==> config.mk <==
export PLATFORM = sky130hd
export DESIGN_NAME = cartridge_bank_controller_rtc_unit
export DESIGN_NICKNAME = d
export VERILOG_FILES = /design/src/hw/rtl/cbcrtc_pkg.sv /design/src/hw/rtl/cartridge_bank_controller_rtc_unit.sv /design/src/hw/rtl/cbcrtc_mod.sv /design/src/hw/rtl/cbcrtc_ctrl.sv /design/src/hw/rtl/cbcrtc_dp.sv
export VERILOG_INCLUDE_DIRS = /design/src /design/src/hw/rtl
export SDC_FILE = /design/constraint.sdc
export NUM_CORES = 1
export LEC_CHECK = 0
export BUFFER_PORTS_ARGS = -buffer_cell sky130_fd_sc_hd__buf_4
export CORE_MARGIN = 10
export CORE_UTILIZATION = 64
export DETAILED_ROUTE_END_ITERATION = 8
export GPL_TIMING_DRIVEN = 0
export HOLD_SLACK_MARGIN = 0.08
export PLACE_DENSITY = 0.83
export RECOVER_POWER = 50
export SETUP_SLACK_MARGIN = 0.2
export SYNTH_ARGS = -nofsm -noshare
export SYNTH_HDL_FRONTEND = slang
export SYNTH_SLANG_ARGS = --single-unit
==> constraint.sdc <==
create_clock -name clock -period 11.3 [get_ports clock]
set_input_delay 0.565 -clock clock [delete_from_list [all_inputs] [get_ports clock]]
set_output_delay 0.565 -clock clock [all_outputs]
set_load 0.005 [all_outputs]
==> src/hw/rtl/cartridge_bank_controller_rtc_unit_macros.svh <==
// assertion macros shared by the bank controller rtl
`ifndef CARTRIDGE_BANK_CONTROLLER_RTC_UNIT_MACROS_SVH
`define CARTRIDGE_BANK_CONTROLLER_RTC_UNIT_MACROS_SVH

// condition implies expression in the same cycle
`define CBC_ASSERT_NOW(label, clk, rst, cond, expr, msg) \
   label: assert property (@(posedge clk) disable iff (rst) (cond) |-> (expr)) else $error(msg);

// condition implies expression in the next cycle
`define CBC_ASSERT_NEXT(label, clk, rst, cond, expr, msg) \
   label: assert property (@(posedge clk) disable iff (rst) (cond) |=> (expr)) else $error(msg);

`endif

==> src/hw/rtl/cbcrtc_pkg.sv <==
// shared types, codes and constants of the bank controller
`default_nettype none

package cbcrtc_pkg;

   localparam int ROM_BANK_BYTES = 16384;
   localparam int RAM_BANK_BYTES = 8192;
   localparam int RAM_BANK_CNT   = 4;

   localparam int ROM_OFF_W  = $clog2(ROM_BANK_BYTES);
   localparam int RAM_OFF_W  = $clog2(RAM_BANK_BYTES);
   localparam int BANK_W     = 7;
   localparam int COUNT_W    = 8;
   localparam int SEL_W      = 4;
   localparam int RAM_SEL_W  = 2;
   localparam int PHYS_W     = 21;
   localparam int BYTE_W     = 8;
   localparam int ADDR_W     = 16;
   localparam int OP_W       = 2;
   localparam int KIND_W     = 3;
   localparam int CSR_IDX_W  = 2;
   localparam int RTC_REGS   = 5;
   localparam int RTC_IDX_W  = 3;
   localparam int REQ_DATA_W = 32;
   localparam int RSP_DATA_W = 40;

   // remainder unit split: upper bank bits in the load cycle, the rest in the following cycle
   localparam int MOD_HI_BITS = 4;
   localparam int MOD_LO_BITS = BANK_W - MOD_HI_BITS;

   localparam logic [3:0]        RAM_ENABLE_KEY = 4'hA;
   localparam logic [SEL_W-1:0]  SEL_MODULUS    = 4'hD;
   localparam logic [SEL_W-1:0]  SEL_RTC_FIRST  = 4'h8;
   localparam logic [SEL_W-1:0]  SEL_RAM_LIMIT  = 4'h4;
   localparam logic [BYTE_W-1:0] OPEN_BUS_BYTE  = 8'hFF;

   typedef enum logic [OP_W-1:0] {
      OP_CTRL_WRITE = 2'd0,
      OP_ROM_READ   = 2'd1,
      OP_RAM_WRITE  = 2'd2,
      OP_RAM_READ   = 2'd3
   } op_type;

   typedef enum logic [KIND_W-1:0] {
      KIND_NONE      = 3'd0,
      KIND_ROM_READ  = 3'd1,
      KIND_RAM_READ  = 3'd2,
      KIND_RAM_WRITE = 3'd3,
      KIND_RTC_READ  = 3'd4
   } kind_type;

   // control write regions, decoded from addr[15:13]
   localparam logic [2:0] REGION_RAM_ENABLE = 3'd0;
   localparam logic [2:0] REGION_ROM_BANK   = 3'd1;
   localparam logic [2:0] REGION_WINDOW_SEL = 3'd2;
   localparam logic [2:0] REGION_LATCH      = 3'd3;

   localparam logic [CSR_IDX_W-1:0] CSR_HAS_RAM        = 2'd0;
   localparam logic [CSR_IDX_W-1:0] CSR_HAS_RTC        = 2'd1;
   localparam logic [CSR_IDX_W-1:0] CSR_ROM_BANK_COUNT = 2'd2;

   typedef struct packed {
      logic load_in;
      logic load_out;
   } cmd_type;

   // ram bank number folded onto the banks that exist
   function automatic logic [RAM_SEL_W-1:0] ram_bank_of(input logic [RAM_SEL_W-1:0] sel);
      int r;
      r = int'(sel);
      for (int k = 0; k < 4; k++) begin
         if (r >= RAM_BANK_CNT) begin
            r = r - RAM_BANK_CNT;
         end
      end
      return RAM_SEL_W'(r);
   endfunction

endpackage

`default_nettype wire

==> src/hw/rtl/cartridge_bank_controller_rtc_unit.sv <==
// top level of the cartridge bank controller with clock registers
// usage:
//   req channel carries one bus access per transfer: control write, rom read,
//   ram window write or ram window read. each access gives exactly one transfer
//   on the rsp channel with the access kind, physical address and data byte.
//   csr port writes has_ram (0), has_rtc (1) and rom_bank_count (2); the user must
//   write them only while no access is in flight, the block does not enforce this.
// timing:
//   an accepted access is captured and the controller moves to calc, where the
//   result is loaded into the output register, raising rsp_tvalid; the rom bank
//   remainder is split in the remainder unit (upper bits in the accept cycle,
//   lower bits in the next). req_tready is low in calc, so a new access is only
//   taken once the last result has been loaded into the output register.
// stall:
//   the result sits in an output register; a new access is accepted while it
//   waits, and its result is held back until rsp_tready takes the old one.
// reset:
//   synchronous; ram disabled, rom bank 1, window select 0, latch bit 0, all
//   clock bytes zero, has_ram and has_rtc set, rom_bank_count 128.
`default_nettype none

module cartridge_bank_controller_rtc_unit (
   input  wire logic                                 clock,
   input  wire logic                                 reset,
   input  wire logic                                 req_tvalid,
   output logic                                      req_tready,
   // op[1:0], addr[17:2], data[25:18], zero fill [31:26]
   input  wire logic [cbcrtc_pkg::REQ_DATA_W-1:0]    req_tdata,
   output logic                                      rsp_tvalid,
   input  wire logic                                 rsp_tready,
   // access_kind[2:0], phys_address[23:3], write_data[31:24], read_data[39:32]
   output logic      [cbcrtc_pkg::RSP_DATA_W-1:0]    rsp_tdata,
   input  wire logic                                 csr_we,
   input  wire logic [cbcrtc_pkg::CSR_IDX_W-1:0]     csr_index,
   input  wire logic [cbcrtc_pkg::COUNT_W-1:0]       csr_wdata
);

   cbcrtc_pkg::cmd_type                  cmd;
   logic [cbcrtc_pkg::KIND_W-1:0]        rsp_access_kind;
   logic [cbcrtc_pkg::PHYS_W-1:0]        rsp_phys_address;
   logic [cbcrtc_pkg::BYTE_W-1:0]        rsp_write_data;
   logic [cbcrtc_pkg::BYTE_W-1:0]        rsp_read_data;

   cbcrtc_ctrl u_ctrl (
      .clock      (clock),
      .reset      (reset),
      .req_tvalid (req_tvalid),
      .req_tready (req_tready),
      .rsp_tvalid (rsp_tvalid),
      .rsp_tready (rsp_tready),
      .cmd        (cmd)
   );

   cbcrtc_dp u_dp (
      .clock            (clock),
      .reset            (reset),
      .cmd              (cmd),
      .req_op           (req_tdata[1:0]),
      .req_addr         (req_tdata[17:2]),
      .req_data         (req_tdata[25:18]),
      .csr_we           (csr_we),
      .csr_index        (csr_index),
      .csr_wdata        (csr_wdata),
      .rsp_access_kind  (rsp_access_kind),
      .rsp_phys_address (rsp_phys_address),
      .rsp_write_data   (rsp_write_data),
      .rsp_read_data    (rsp_read_data)
   );

   assign rsp_tdata = {rsp_read_data, rsp_write_data, rsp_phys_address, rsp_access_kind};

endmodule

`default_nettype wire

==> src/hw/rtl/cbcrtc_mod.sv <==
// remainder unit for the rom bank number: upper bits before the register, lower bits after it
`default_nettype none

module cbcrtc_mod (
   input  wire logic                               clock,
   input  wire logic                               load,
   input  wire logic [cbcrtc_pkg::BANK_W-1:0]      dividend,
   input  wire logic [cbcrtc_pkg::COUNT_W-1:0]     divisor,
   output logic      [cbcrtc_pkg::BANK_W-1:0]      remainder
);

   logic [cbcrtc_pkg::COUNT_W-1:0]     part_ff, part_in;
   logic [cbcrtc_pkg::COUNT_W-1:0]     div_ff;
   logic [cbcrtc_pkg::MOD_LO_BITS-1:0] low_ff;
   logic [cbcrtc_pkg::COUNT_W-1:0]     rem_full;

   // one restoring step: shift in a dividend bit, subtract if it fits
   function automatic logic [cbcrtc_pkg::COUNT_W-1:0] mod_step(
      input logic [cbcrtc_pkg::COUNT_W-1:0] r,
      input logic                           b,
      input logic [cbcrtc_pkg::COUNT_W-1:0] d);
      logic [cbcrtc_pkg::COUNT_W-1:0] t;
      t = {r[cbcrtc_pkg::COUNT_W-2:0], b};
      if (t >= d) begin
         t = t - d;
      end
      return t;
   endfunction

   // upper dividend bits in the load cycle
   always_comb begin
      part_in = '0;
      for (int i = 0; i < cbcrtc_pkg::MOD_HI_BITS; i++) begin
         part_in = mod_step(part_in, dividend[cbcrtc_pkg::BANK_W-1-i], divisor);
      end
   end

   always_ff @(posedge clock) begin
      if (load) begin
         part_ff <= part_in;
         div_ff  <= divisor;
         low_ff  <= dividend[cbcrtc_pkg::MOD_LO_BITS-1:0];
      end
   end

   // lower dividend bits in the following cycle
   always_comb begin
      rem_full = part_ff;
      for (int i = 0; i < cbcrtc_pkg::MOD_LO_BITS; i++) begin
         rem_full = mod_step(rem_full, low_ff[cbcrtc_pkg::MOD_LO_BITS-1-i], div_ff);
      end
   end

   assign remainder = rem_full[cbcrtc_pkg::BANK_W-1:0];

endmodule

`default_nettype wire

==> src/hw/rtl/cbcrtc_ctrl.sv <==
// controller state machine: input handshake, result register handshake
`default_nettype none
`include "cartridge_bank_controller_rtc_unit_macros.svh"

module cbcrtc_ctrl (
   input  wire logic            clock,
   input  wire logic            reset,
   input  wire logic            req_tvalid,
   output logic                 req_tready,
   output logic                 rsp_tvalid,
   input  wire logic            rsp_tready,
   output cbcrtc_pkg::cmd_type  cmd
);

   typedef enum logic [1:0] {
      ST_IDLE = 2'b01,
      ST_CALC = 2'b10
   } state_type;

   state_type state_ff, state_in;
   logic      valid_ff, valid_in;
   logic      slot_free;

   assign req_tready   = (state_ff == ST_IDLE);
   assign rsp_tvalid   = valid_ff;
   assign slot_free    = !valid_ff || rsp_tready;
   assign cmd.load_in  = req_tvalid && req_tready;
   assign cmd.load_out = (state_ff == ST_CALC) && slot_free;

   always_comb begin
      state_in = state_ff;
      unique case (state_ff)
         ST_IDLE: begin
            if (cmd.load_in) begin
               state_in = ST_CALC;
            end
         end
         ST_CALC: begin
            if (slot_free) begin
               state_in = ST_IDLE;
            end
         end
         default: state_in = ST_IDLE;
      endcase
   end

   always_comb begin
      if (cmd.load_out) begin
         valid_in = 1'b1;
      end else if (rsp_tready) begin
         valid_in = 1'b0;
      end else begin
         valid_in = valid_ff;
      end
   end

   always_ff @(posedge clock) begin
      if (reset) begin
         state_ff <= ST_IDLE;
         valid_ff <= 1'b0;
      end else begin
         state_ff <= state_in;
         valid_ff <= valid_in;
      end
   end

   `CBC_ASSERT_NOW(a_state_onehot, clock, reset, 1'b1, $onehot(state_ff), "state not one-hot")
   `CBC_ASSERT_NEXT(a_accept_to_calc, clock, reset, cmd.load_in, state_ff == ST_CALC,
                    "accepted transfer did not start calculation")
   `CBC_ASSERT_NEXT(a_load_sets_valid, clock, reset, cmd.load_out, rsp_tvalid,
                    "loaded result not presented")
   `CBC_ASSERT_NOW(a_no_overwrite, clock, reset, cmd.load_out && rsp_tvalid, rsp_tready,
                   "result overwritten before transfer")

endmodule

`default_nettype wire

==> src/hw/rtl/cbcrtc_dp.sv <==
// datapath: mapper registers, rtc bytes, address mapping and result register
`default_nettype none
`include "cartridge_bank_controller_rtc_unit_macros.svh"

module cbcrtc_dp (
   input  wire logic                                  clock,
   input  wire logic                                  reset,
   input  wire cbcrtc_pkg::cmd_type                   cmd,
   input  wire logic [cbcrtc_pkg::OP_W-1:0]           req_op,
   input  wire logic [cbcrtc_pkg::ADDR_W-1:0]         req_addr,
   input  wire logic [cbcrtc_pkg::BYTE_W-1:0]         req_data,
   input  wire logic                                  csr_we,
   input  wire logic [cbcrtc_pkg::CSR_IDX_W-1:0]      csr_index,
   input  wire logic [cbcrtc_pkg::COUNT_W-1:0]        csr_wdata,
   output logic      [cbcrtc_pkg::KIND_W-1:0]         rsp_access_kind,
   output logic      [cbcrtc_pkg::PHYS_W-1:0]         rsp_phys_address,
   output logic      [cbcrtc_pkg::BYTE_W-1:0]         rsp_write_data,
   output logic      [cbcrtc_pkg::BYTE_W-1:0]         rsp_read_data
);

   // configuration
   logic                               has_ram_ff;
   logic                               has_rtc_ff;
   logic [cbcrtc_pkg::COUNT_W-1:0]     bank_count_ff;

   // mapper state
   logic                               ram_enabled_ff, ram_enabled_in;
   logic [cbcrtc_pkg::BANK_W-1:0]      rom_bank_ff, rom_bank_in;
   logic [cbcrtc_pkg::SEL_W-1:0]       window_sel_ff, window_sel_in;
   logic                               latch_ff, latch_in;
   logic [cbcrtc_pkg::BYTE_W-1:0]      rtc_live_ff    [cbcrtc_pkg::RTC_REGS];
   logic [cbcrtc_pkg::BYTE_W-1:0]      rtc_live_in    [cbcrtc_pkg::RTC_REGS];
   logic [cbcrtc_pkg::BYTE_W-1:0]      rtc_latched_ff [cbcrtc_pkg::RTC_REGS];
   logic [cbcrtc_pkg::BYTE_W-1:0]      rtc_latched_in [cbcrtc_pkg::RTC_REGS];

   // captured transfer
   logic [cbcrtc_pkg::OP_W-1:0]        op_ff;
   logic [cbcrtc_pkg::ADDR_W-1:0]      addr_ff;
   logic [cbcrtc_pkg::BYTE_W-1:0]      data_ff;

   // result register
   logic [cbcrtc_pkg::KIND_W-1:0]      kind_ff, kind_in;
   logic [cbcrtc_pkg::PHYS_W-1:0]      phys_ff, phys_in;
   logic [cbcrtc_pkg::BYTE_W-1:0]      wdata_ff, wdata_in;
   logic [cbcrtc_pkg::BYTE_W-1:0]      rdata_ff, rdata_in;

   logic [cbcrtc_pkg::BANK_W-1:0]      mod_dividend;
   logic [cbcrtc_pkg::COUNT_W-1:0]     mod_divisor;
   logic [cbcrtc_pkg::BANK_W-1:0]      mod_rem;
   logic [cbcrtc_pkg::SEL_W-1:0]       sel_nibble;
   logic [cbcrtc_pkg::BANK_W-1:0]      bank_field;
   logic [cbcrtc_pkg::RTC_IDX_W-1:0]   rtc_wr_idx;
   logic [cbcrtc_pkg::RTC_IDX_W-1:0]   rtc_rd_idx;
   logic                               ram_mapped;
   logic                               rtc_mapped;
   logic [cbcrtc_pkg::RAM_SEL_W-1:0]   ram_bank;

   // bank 0 below 0x4000, else the bank register; a zero count acts as one
   assign mod_dividend = (req_addr[cbcrtc_pkg::ADDR_W-1:cbcrtc_pkg::ROM_OFF_W] == '0)
                         ? '0 : rom_bank_ff;
   assign mod_divisor  = (bank_count_ff == '0) ? cbcrtc_pkg::COUNT_W'(1) : bank_count_ff;

   cbcrtc_mod u_mod (
      .clock     (clock),
      .load      (cmd.load_in),
      .dividend  (mod_dividend),
      .divisor   (mod_divisor),
      .remainder (mod_rem)
   );

   always_ff @(posedge clock) begin
      if (reset) begin
         has_ram_ff    <= 1'b1;
         has_rtc_ff    <= 1'b1;
         bank_count_ff <= 8'd128;
      end else if (csr_we) begin
         unique case (csr_index)
            cbcrtc_pkg::CSR_HAS_RAM:        has_ram_ff    <= csr_wdata[0];
            cbcrtc_pkg::CSR_HAS_RTC:        has_rtc_ff    <= csr_wdata[0];
            cbcrtc_pkg::CSR_ROM_BANK_COUNT: bank_count_ff <= csr_wdata;
            default: ;
         endcase
      end
   end

   assign sel_nibble = req_data[cbcrtc_pkg::SEL_W-1:0];
   assign bank_field = req_data[cbcrtc_pkg::BANK_W-1:0];
   assign rtc_wr_idx = window_sel_ff[cbcrtc_pkg::RTC_IDX_W-1:0];

   // state updates take effect when the transfer is accepted
   always_comb begin
      ram_enabled_in = ram_enabled_ff;
      rom_bank_in    = rom_bank_ff;
      window_sel_in  = window_sel_ff;
      latch_in       = latch_ff;
      rtc_live_in    = rtc_live_ff;
      rtc_latched_in = rtc_latched_ff;
      if (cmd.load_in) begin
         if (req_op == cbcrtc_pkg::OP_CTRL_WRITE) begin
            unique case (req_addr[cbcrtc_pkg::ADDR_W-1:cbcrtc_pkg::RAM_OFF_W])
               cbcrtc_pkg::REGION_RAM_ENABLE: begin
                  ram_enabled_in = (req_data[3:0] == cbcrtc_pkg::RAM_ENABLE_KEY);
               end
               cbcrtc_pkg::REGION_ROM_BANK: begin
                  rom_bank_in = (bank_field == '0) ? cbcrtc_pkg::BANK_W'(1) : bank_field;
               end
               cbcrtc_pkg::REGION_WINDOW_SEL: begin
                  window_sel_in = (sel_nibble >= cbcrtc_pkg::SEL_MODULUS)
                                  ? sel_nibble - cbcrtc_pkg::SEL_MODULUS : sel_nibble;
               end
               cbcrtc_pkg::REGION_LATCH: begin
                  // with the clock present, a rising latch bit snapshots the live clock bytes
                  if (has_rtc_ff && !latch_ff && req_data[0]) begin
                     rtc_latched_in = rtc_live_ff;
                  end
                  latch_in = req_data[0];
               end
               default: ;
            endcase
         end else if (req_op == cbcrtc_pkg::OP_RAM_WRITE) begin
            if (ram_enabled_ff && has_rtc_ff && window_sel_ff >= cbcrtc_pkg::SEL_RTC_FIRST) begin
               rtc_live_in[rtc_wr_idx] = req_data;
            end
         end
      end
   end

   always_ff @(posedge clock) begin
      if (reset) begin
         ram_enabled_ff <= 1'b0;
         rom_bank_ff    <= cbcrtc_pkg::BANK_W'(1);
         window_sel_ff  <= '0;
         latch_ff       <= 1'b0;
         for (int i = 0; i < cbcrtc_pkg::RTC_REGS; i++) begin
            rtc_live_ff[i]    <= '0;
            rtc_latched_ff[i] <= '0;
         end
      end else begin
         ram_enabled_ff <= ram_enabled_in;
         rom_bank_ff    <= rom_bank_in;
         window_sel_ff  <= window_sel_in;
         latch_ff       <= latch_in;
         rtc_live_ff    <= rtc_live_in;
         rtc_latched_ff <= rtc_latched_in;
      end
   end

   always_ff @(posedge clock) begin
      if (cmd.load_in) begin
         op_ff   <= req_op;
         addr_ff <= req_addr;
         data_ff <= req_data;
      end
   end

   // result of the captured transfer; reads and ram writes leave the window state alone
   assign ram_mapped = ram_enabled_ff && has_ram_ff && (window_sel_ff < cbcrtc_pkg::SEL_RAM_LIMIT);
   assign rtc_mapped = ram_enabled_ff && has_rtc_ff && (window_sel_ff >= cbcrtc_pkg::SEL_RTC_FIRST);
   assign ram_bank   = cbcrtc_pkg::ram_bank_of(window_sel_ff[cbcrtc_pkg::RAM_SEL_W-1:0]);
   assign rtc_rd_idx = window_sel_ff[cbcrtc_pkg::RTC_IDX_W-1:0];

   always_comb begin
      kind_in  = cbcrtc_pkg::KIND_NONE;
      phys_in  = '0;
      wdata_in = '0;
      rdata_in = '0;
      case (op_ff) inside
         cbcrtc_pkg::OP_ROM_READ: begin
            kind_in = cbcrtc_pkg::KIND_ROM_READ;
            phys_in = {mod_rem, addr_ff[cbcrtc_pkg::ROM_OFF_W-1:0]};
         end
         cbcrtc_pkg::OP_RAM_WRITE, cbcrtc_pkg::OP_RAM_READ: begin
            if (ram_mapped) begin
               phys_in = cbcrtc_pkg::PHYS_W'({ram_bank, addr_ff[cbcrtc_pkg::RAM_OFF_W-1:0]});
               if (op_ff == cbcrtc_pkg::OP_RAM_WRITE) begin
                  kind_in  = cbcrtc_pkg::KIND_RAM_WRITE;
                  wdata_in = data_ff;
               end else begin
                  kind_in = cbcrtc_pkg::KIND_RAM_READ;
               end
            end else if (rtc_mapped) begin
               if (op_ff == cbcrtc_pkg::OP_RAM_READ) begin
                  kind_in  = cbcrtc_pkg::KIND_RTC_READ;
                  rdata_in = rtc_latched_ff[rtc_rd_idx];
               end
            end else if (op_ff == cbcrtc_pkg::OP_RAM_READ) begin
               rdata_in = cbcrtc_pkg::OPEN_BUS_BYTE;
            end
         end
         default: ;
      endcase
   end

   always_ff @(posedge clock) begin
      if (cmd.load_out) begin
         kind_ff  <= kind_in;
         phys_ff  <= phys_in;
         wdata_ff <= wdata_in;
         rdata_ff <= rdata_in;
      end
   end

   assign rsp_access_kind  = kind_ff;
   assign rsp_phys_address = phys_ff;
   assign rsp_write_data   = wdata_ff;
   assign rsp_read_data    = rdata_ff;

   `CBC_ASSERT_NOW(a_rom_bank_nonzero, clock, reset, 1'b1, rom_bank_ff != '0,
                   "rom bank register holds zero")
   `CBC_ASSERT_NOW(a_sel_in_range, clock, reset, 1'b1, window_sel_ff < cbcrtc_pkg::SEL_MODULUS,
                   "window select out of range")

endmodule

`default_nettype wire

### After elaboration in Yosys (flattened, before gate mapping)

Index checks and enable logic that the tools add are counted.

| word-level totals | value |
|---|---|
| flip-flop bits (word level) | 188 |
| input port bits | 47 |
| output and inout port bits | 42 |
| logic and storage cells | 135 |

| operators by class | value |
|---|---|
| add/sub/neg operators | 8 |
| magnitude comparators | 12 |
| equality and inequality tests | 14 |
| mux-type cells | 33 |
| bitwise operators | 5 |
| reductions and logical operators | 33 |

Operators with widths:

| cell | number |
|---|---|
| two-way mux 7 bit | 9 |
| two-way mux 8 bit | 7 |
| >= comparator 8 bit | 6 |
| two-way mux 21 bit | 2 |
| subtractor 7 bit | 6 |
| bitwise mux 40 bit | 1 |
| binary-select mux 8 bit (select 3 bit) | 1 |
| demux 8 bit (select 3 bit) | 1 |
| two-way mux 15 bit | 1 |
| >= comparator 4 bit, second input constant | 3 |
| AND reduction 3 bit | 4 |
| == test 2 bit, second input constant | 5 |
| logical AND 1 bit | 9 |
| two-way mux 3 bit | 3 |
| >= comparator 1 x 8 -> 1 bit | 1 |
| logical NOT 8 bit | 1 |
| AND reduction 2 bit | 4 |
| AND reduction 4 bit | 2 |
| logical NOT 7 bit | 1 |
| subtractor 1 x 7 -> 7 bit | 1 |
| == test 2 x 1 -> 1 bit, second input constant | 3 |
| == test 3 x 2 -> 1 bit, second input constant | 2 |
| logical NOT 2 bit | 3 |
| == test 4 bit, second input constant | 1 |
| 18 further kinds | 28 |

### Depth between registers and ports, before layout

| depth | value |
|---|---|
| word-level depth | 10 |
| mapped depth | 32 |
| mapped depth without buffers | 30 |

### Hierarchy

A second synthesis with hierarchy kept.

| unflattened totals | value |
|---|---|
| cells, all modules | 950 |
| area, all modules | 10114.7 um^2 |

By module, submodules not included:

| module | instances | cells an instance | area each (um^2) |
|---|---|---|---|
| cbcrtc_dp | 1 | 576 | 6921.6 |
| cbcrtc_mod | 1 | 361 | 3056.7 |
| cbcrtc_ctrl | 1 | 13 | 136.4 |

### Least setup slack after synthesis

Ideal clock, no wire load.

| timing path | value |
|---|---|
| path type | input-to-reg |
| start point | input port req_tdata[17] (netlist name) |
| end point | register u_dp.u_mod.part_ff[3] (netlist name), data pin |
| library setup time | 0.260 ns |
| data arrival time | 6.769 ns |
| slack | 4.272 ns |
| stages on the path | 29 |
| path buffers | 2 |
| cell sequence | or2_2 clkbuf_1 nand2_1 ha_1 inv_1 ha_1 or3b_2 nand2_1 a32oi_1 inv_1 fa_1 nand2b_1 a21oi_1 o21ai_0 and3_1 or2_2 ha_1 nand2b_1 a21oi_1 o31a_1 o21ai_2 mux2i_1 fa_1 a211oi_1 nor2_1 o31a_1 o22ai_1 clkbuf_1 mux2_2 |

| on the way | value |
|---|---|
| word-level cells in the longest chain between the ends | 10 |
| elaborated cells on any way between the ends | 14 |
| classes of those cells | add/sub (4); order compare (4); mux (5); reduce/logical (1) |

Ends and longest elaborated chain:

| what | RTL line | text |
|---|---|---|
| start, declared | cartridge_bank_controller_rtc_unit.sv:28 | `input wire logic [cbcrtc_pkg::REQ_DATA_W-1:0] req_tdata,` |
| logical NOT 2 bit * | cbcrtc_dp.sv:59 | `assign mod_dividend = (req_addr[cbcrtc_pkg::ADDR_W-1:cbcrtc_pkg::ROM_OFF_W] == '0)` |
| two-way mux 7 bit * | cbcrtc_dp.sv:60 | `? '0 : rom_bank_ff;` |
| subtractor 1 x 7 -> 7 bit / >= comparator 1 x 8 -> 1 bit (equally long branches) | cbcrtc_mod.sv:25, cbcrtc_mod.sv:24 |  |
| two-way mux 7 bit | cbcrtc_mod.sv:24 | `if (t >= d) begin` |
| subtractor 7 bit / >= comparator 8 bit (equally long branches) | cbcrtc_mod.sv:25, cbcrtc_mod.sv:24 |  |
| two-way mux 7 bit | cbcrtc_mod.sv:24 |  |
| subtractor 7 bit / >= comparator 8 bit (equally long branches) | cbcrtc_mod.sv:25, cbcrtc_mod.sv:24 |  |
| two-way mux 7 bit | cbcrtc_mod.sv:24 |  |
| subtractor 7 bit / >= comparator 8 bit (equally long branches) | cbcrtc_mod.sv:25, cbcrtc_mod.sv:24 |  |
| two-way mux 7 bit * | cbcrtc_mod.sv:24 |  |
| net u_dp.u_mod.part_in, one bit | cbcrtc_mod.sv:12 | `logic [cbcrtc_pkg::COUNT_W-1:0] part_ff, part_in;` |
| end signal, assigned | cbcrtc_mod.sv:40 | `part_ff <= part_in;` |
| end, declared | cbcrtc_mod.sv:12 |  |

Mark *: on every way through the listed nets, which the timed path passes. The rest lies on a longest branch.
A chain may end at the register's enable or synchronous reset.

### Worst setup path after layout

| timing path | value |
|---|---|
| start point | register u_dp.bank_count_ff[4] (netlist name) |
| end point | register u_dp.u_mod.part_ff[3] (netlist name), data pin |

| on the way | value |
|---|---|
| word-level cells in the longest chain between the ends | 10 |
| elaborated cells on any way between the ends | 14 |
| classes of those cells | add/sub (4); order compare (4); mux (5); reduce/logical (1) |

Ends and longest elaborated chain:

| what | RTL line | text |
|---|---|---|
| start, declared | cbcrtc_dp.sv:24 | `logic [cbcrtc_pkg::COUNT_W-1:0] bank_count_ff;` |
| start signal, assigned | cbcrtc_dp.sv:80 | `cbcrtc_pkg::CSR_ROM_BANK_COUNT: bank_count_ff <= csr_wdata;` |
| logical NOT 8 bit * | cbcrtc_dp.sv:61 | `assign mod_divisor = (bank_count_ff == '0) ? cbcrtc_pkg::COUNT_W'(1) : bank_count_ff;` |
| two-way mux 8 bit * | cbcrtc_dp.sv:61 |  |
| net u_dp.mod_divisor, one bit | cbcrtc_dp.sv:48 | `logic [cbcrtc_pkg::COUNT_W-1:0] mod_divisor;` |
| subtractor 1 x 7 -> 7 bit / >= comparator 1 x 8 -> 1 bit (equally long branches) | cbcrtc_mod.sv:25, cbcrtc_mod.sv:24 |  |
| two-way mux 7 bit | cbcrtc_mod.sv:24 |  |
| subtractor 7 bit / >= comparator 8 bit (equally long branches) | cbcrtc_mod.sv:25, cbcrtc_mod.sv:24 |  |
| two-way mux 7 bit | cbcrtc_mod.sv:24 |  |
| subtractor 7 bit / >= comparator 8 bit (equally long branches) | cbcrtc_mod.sv:25, cbcrtc_mod.sv:24 |  |
| two-way mux 7 bit | cbcrtc_mod.sv:24 |  |
| subtractor 7 bit / >= comparator 8 bit (equally long branches) | cbcrtc_mod.sv:25, cbcrtc_mod.sv:24 |  |
| two-way mux 7 bit * | cbcrtc_mod.sv:24 |  |
| net u_dp.u_mod.part_in, one bit | cbcrtc_mod.sv:12 |  |

Marks and branches as above.

==> impl_metrics.env <==
export IMPL_drtAntennaViolNets=0
export IMPL_avgSynthCellArea_um2=9.837
export IMPL_via_per_inst=5.895
export IMPL_swShare=0.2875
export IMPL_max_stage_delay_ps=670
export IMPL_finalMaxSlewViolations=43
export IMPL_finalWorstSetupSlack_ps=2855
export IMPL_clk_latency_ps=440
export IMPL_use_met2=0.3593
export IMPL_chipHeight_um=142.7
export IMPL_combPwrFrac=0.193
export IMPL_cts_clk_slew_worst_paths_ps=70
export IMPL_yosysSeqAreaShare=0.4760
export IMPL_synth_edf_count=82
export IMPL_die_w_um=142.7
export IMPL_hold_buffers=0
export IMPL_startpoint="u_dp.bank_count_ff[4]"
export IMPL_end_kind="register"
export IMPL_wl_per_cell_um=17.74
export IMPL_min_period_over_period=0.7474
export IMPL_reg2reg_depth=26
export IMPL_r2r_end="u_dp.u_mod.part_ff[3]"
export IMPL_area_growth_pct=13.51
export IMPL_final_common_cell="nand2_1"
export IMPL_grt_max_degree=43
export IMPL_yosys_cell_types_count=63
export IMPL_via_count=7528
export IMPL_met1_usage=0.2938
export IMPL_critical_path_class="reg -> reg"
export IMPL_tns_ps=0
export IMPL_htreeDepth=4
export IMPL_setup_viol=0
export IMPL_synth_cell_area_mm2=0.009630
export IMPL_grt_usage=0.2234
export IMPL_core_mm2=0.01464
export IMPL_power_frac_seq=0.445
export IMPL_cts_setup_buffers=0
export IMPL_synthesis_nets=1085
export IMPL_vdd_drop_max_uv=116.0
export IMPL_cts_resized=0
export IMPL_worstPathMaxFanout=10
export IMPL_drt_pass1_iter_count=7
export IMPL_violations="capacitance limit, slew limit"
export IMPL_synth_flop_cell="dfxtp_1"
export IMPL_ios=89
export IMPL_io_buffers=81
export IMPL_max_freq_mhz=118.4
export IMPL_clkPwrFrac=0.362
export IMPL_hold_viol_final=0
export IMPL_wl_um=22660
export IMPL_r2r_setup_slack_ps=2850
export IMPL_worstSetupEndpoint="u_dp.u_mod.part_ff[3]"
export IMPL_layout_drive_gt1_share=0.09607
export IMPL_intPower_mw=1.176
export IMPL_ys_async_sr_fraction=0
export IMPL_synthTopCellsByArea="edfxtp_1 (26%), dfxtp_1 (22%), mux2i_1 (7.4%)"
export IMPL_antenna_cells=0
export IMPL_yosys_area_top_type_share=0.2557
export IMPL_rows=44
export IMPL_yosys_warnings=0
export IMPL_grt_pass1_wl_um=36390
export IMPL_r2r_start="u_dp.bank_count_ff[4]"
export IMPL_hold_class="in -> reg"
export IMPL_cts_tree="yes"
export IMPL_synth_seq_cells=188
export IMPL_leakage_nw=4.265
export IMPL_finalWeightedCongestion=0.9026
export IMPL_drc=0
export IMPL_regArea_mm2=0.004584
export IMPL_most_common_layout_cells="nand2_1 (120), dfxtp_1 (106), nor2_1 (97), clkbuf_1 (82), edfxtp_1 (82)"
export IMPL_multi_input_area_mm2=0.004677
export IMPL_power_density_mw_per_mm2=151.0
export IMPL_min_period_ps=8445
export IMPL_antenna_found_initial=0
export IMPL_grt_most_used_layer="met2"
export IMPL_relSlewSlack=-0.04422
export IMPL_dp_hpwl_um=16500
export IMPL_power_net_switching_mw=0.4746
export IMPL_grt_pass1_vias=7115
export IMPL_syn_inst=979
export IMPL_pre_cts_slack_ps=2992
export IMPL_worst_setup_path_start_kind="register"
export IMPL_outcome="finished with violations"
export IMPL_nNetsFinal=1186
export IMPL_cts_max_path_buffers=2
export IMPL_worst_slew_pin_slew_ps=1565
export IMPL_rsz0062_at_grt="no"
export IMPL_die_area_mm2=0.02035
export IMPL_skew_ps=8.937
export IMPL_cts_root_buf="clkbuf_16"
export IMPL_cts_buffers=17
export IMPL_grt_util_met3=0.05174
export IMPL_crit_slowest_cell="nor4_1"
export IMPL_cp_common_cell="ha_1"
export IMPL_max_cap_violations=1
export IMPL_grt_ovfl_total=0
export IMPL_fillers=1045
export IMPL_cp_arrival_ps=8630
export IMPL_cts_num_sinks=188
export IMPL_cp_required_ps=11480
export IMPL_first_iter_violations=634
export IMPL_initial_core_util=0.6576
export IMPL_synth_top_area_cell="edfxtp_1"
logic make-up (layout without fill, tap and decap cells):
logic type	Yosys count	in the layout	share of synthesized area
compound gates	193	193	0.1259
xor+xnor	17	17	0.01546
fa+ha+maj	59	59	0.08133
buf+inv	94	208	0.03703
flops	188	188	0.4760
mux	83	83	0.09133
simple gates	345	345	0.1729
layout make-up:
type | count | share of cell area
Clock buffer | 17 | 0.03892
Clock inverter | 15 | 0.01660
Multi-Input combinational cell | 697 | 0.4278
Timing Repair Buffer | 82 | 0.04361
Sequential cell | 188 | 0.4194
Inverter | 45 | 0.01545
Tap cell | 184 | 0.02106
Buffer | 49 | 0.01717
through the flow:
| stage | utilization | instance area, um^2 | hold WS, ps | std cells | power, mW |
|---|---|---|---|---|---|
| 6_report | 0.7465 | 10930 | 327.6 | 1277 | 1.651 |
| 3_3_place_gp | 0.7149 | 10470 | 436.7 | 1244 | 1.059 |
| 5_1_grt | 0.7465 | 10930 | 313.8 | 1277 | 1.722 |
| 3_5_place_dp | 0.7173 | 10500 | 441.1 | 1245 | 1.066 |
| 4_1_cts | 0.7587 | 11110 | 291.1 | 1277 | 1.656 |
| 2_1_floorplan | - | 9630 | 431.2 | 979 | 0.9892 |
synthesized netlist by cell type, drive strengths merged (3+ instances only):
cell type  instances
a211o              3
a211oi             7
a21o               8
a21oi             69
a221oi             5
a31oi             10
and2              14
and3               5
and4               3
buf                4
clkbuf            45
dfxtp            106
edfxtp            82
fa                 6
ha                53
inv               45
mux2               9
mux2i             71
mux4               3
nand2            120
nand2b            13
nand3             13
nand3b             4
nand4              8
nor2              97
nor2b             28
nor3              12
nor4               5
nor4b              3
o2111ai            5
o211ai             7
o21a              10
o21ai             40
o21bai             3
o22ai              4
o31a               4
o31ai              3
or2                5
or3                7
xnor2              8
xor2               9
flip-flops by register name, summed over array words and instances, names as in the netlist, 8 cells and up:
name                   flops
u_dp.addr_ff              14
u_dp.u_mod.div_ff          8
u_dp.rtc_latched_ff       40
u_dp.rsp_write_data        8
u_dp.rtc_live_ff          40
u_dp.bank_count_ff         8
u_dp.rsp_phys_address     21
u_dp.rsp_read_data         8
u_dp.data_ff               8
worst min path at each step:
stage,depth (start not counted),startpoint,slack (ps),endpoint
6_report,1,req_tdata[5],330,u_dp.addr_ff[3]
5_1_grt,1,req_tdata[5],310,u_dp.addr_ff[3]
4_1_cts,1,req_tdata[5],290,u_dp.addr_ff[3]
3_5_place_dp,2,u_dp.rtc_live_ff[21],440,u_dp.rtc_latched_ff[21]
3_3_place_gp,2,u_dp.rtc_live_ff[10],440,u_dp.rtc_latched_ff[10]
2_1_floorplan,2,u_dp.rtc_live_ff[16],430,u_dp.rtc_latched_ff[16]
power groups by stage:
stage	registers [mW]	logic (mW)	clock network [mW]
global placement	0.750	0.309	0
detailed placement	0.750	0.316	0
finish	0.735	0.318	0.598
global route	0.736	0.356	0.630
floorplan	0.748	0.241	0
CTS	0.735	0.319	0.602
critical path: cells and delay by family, from the launching register on:
| family | cells | cell delay [ps] |
|---|---|---|
| simple gates | 7 | 2420 |
| compound gates | 8 | 2070 |
| fa+ha+maj | 5 | 1730 |
| mux | 3 | 1070 |
| flops | 1 | 350 |
| buf+inv | 3 | 540 |
metal layers:
| metal | vias to the layer above | wire (um) |
|---|---|---|
| li1 | 3690 | - |
| met2 | 271 | 10350 |
| met3 | 29 | 1813 |
| met4 | 0 | 405 |
| met5 | - | 0 |
| met1 | 3538 | 10090 |
No activity file was read; power rests on OpenSTA's default activity.
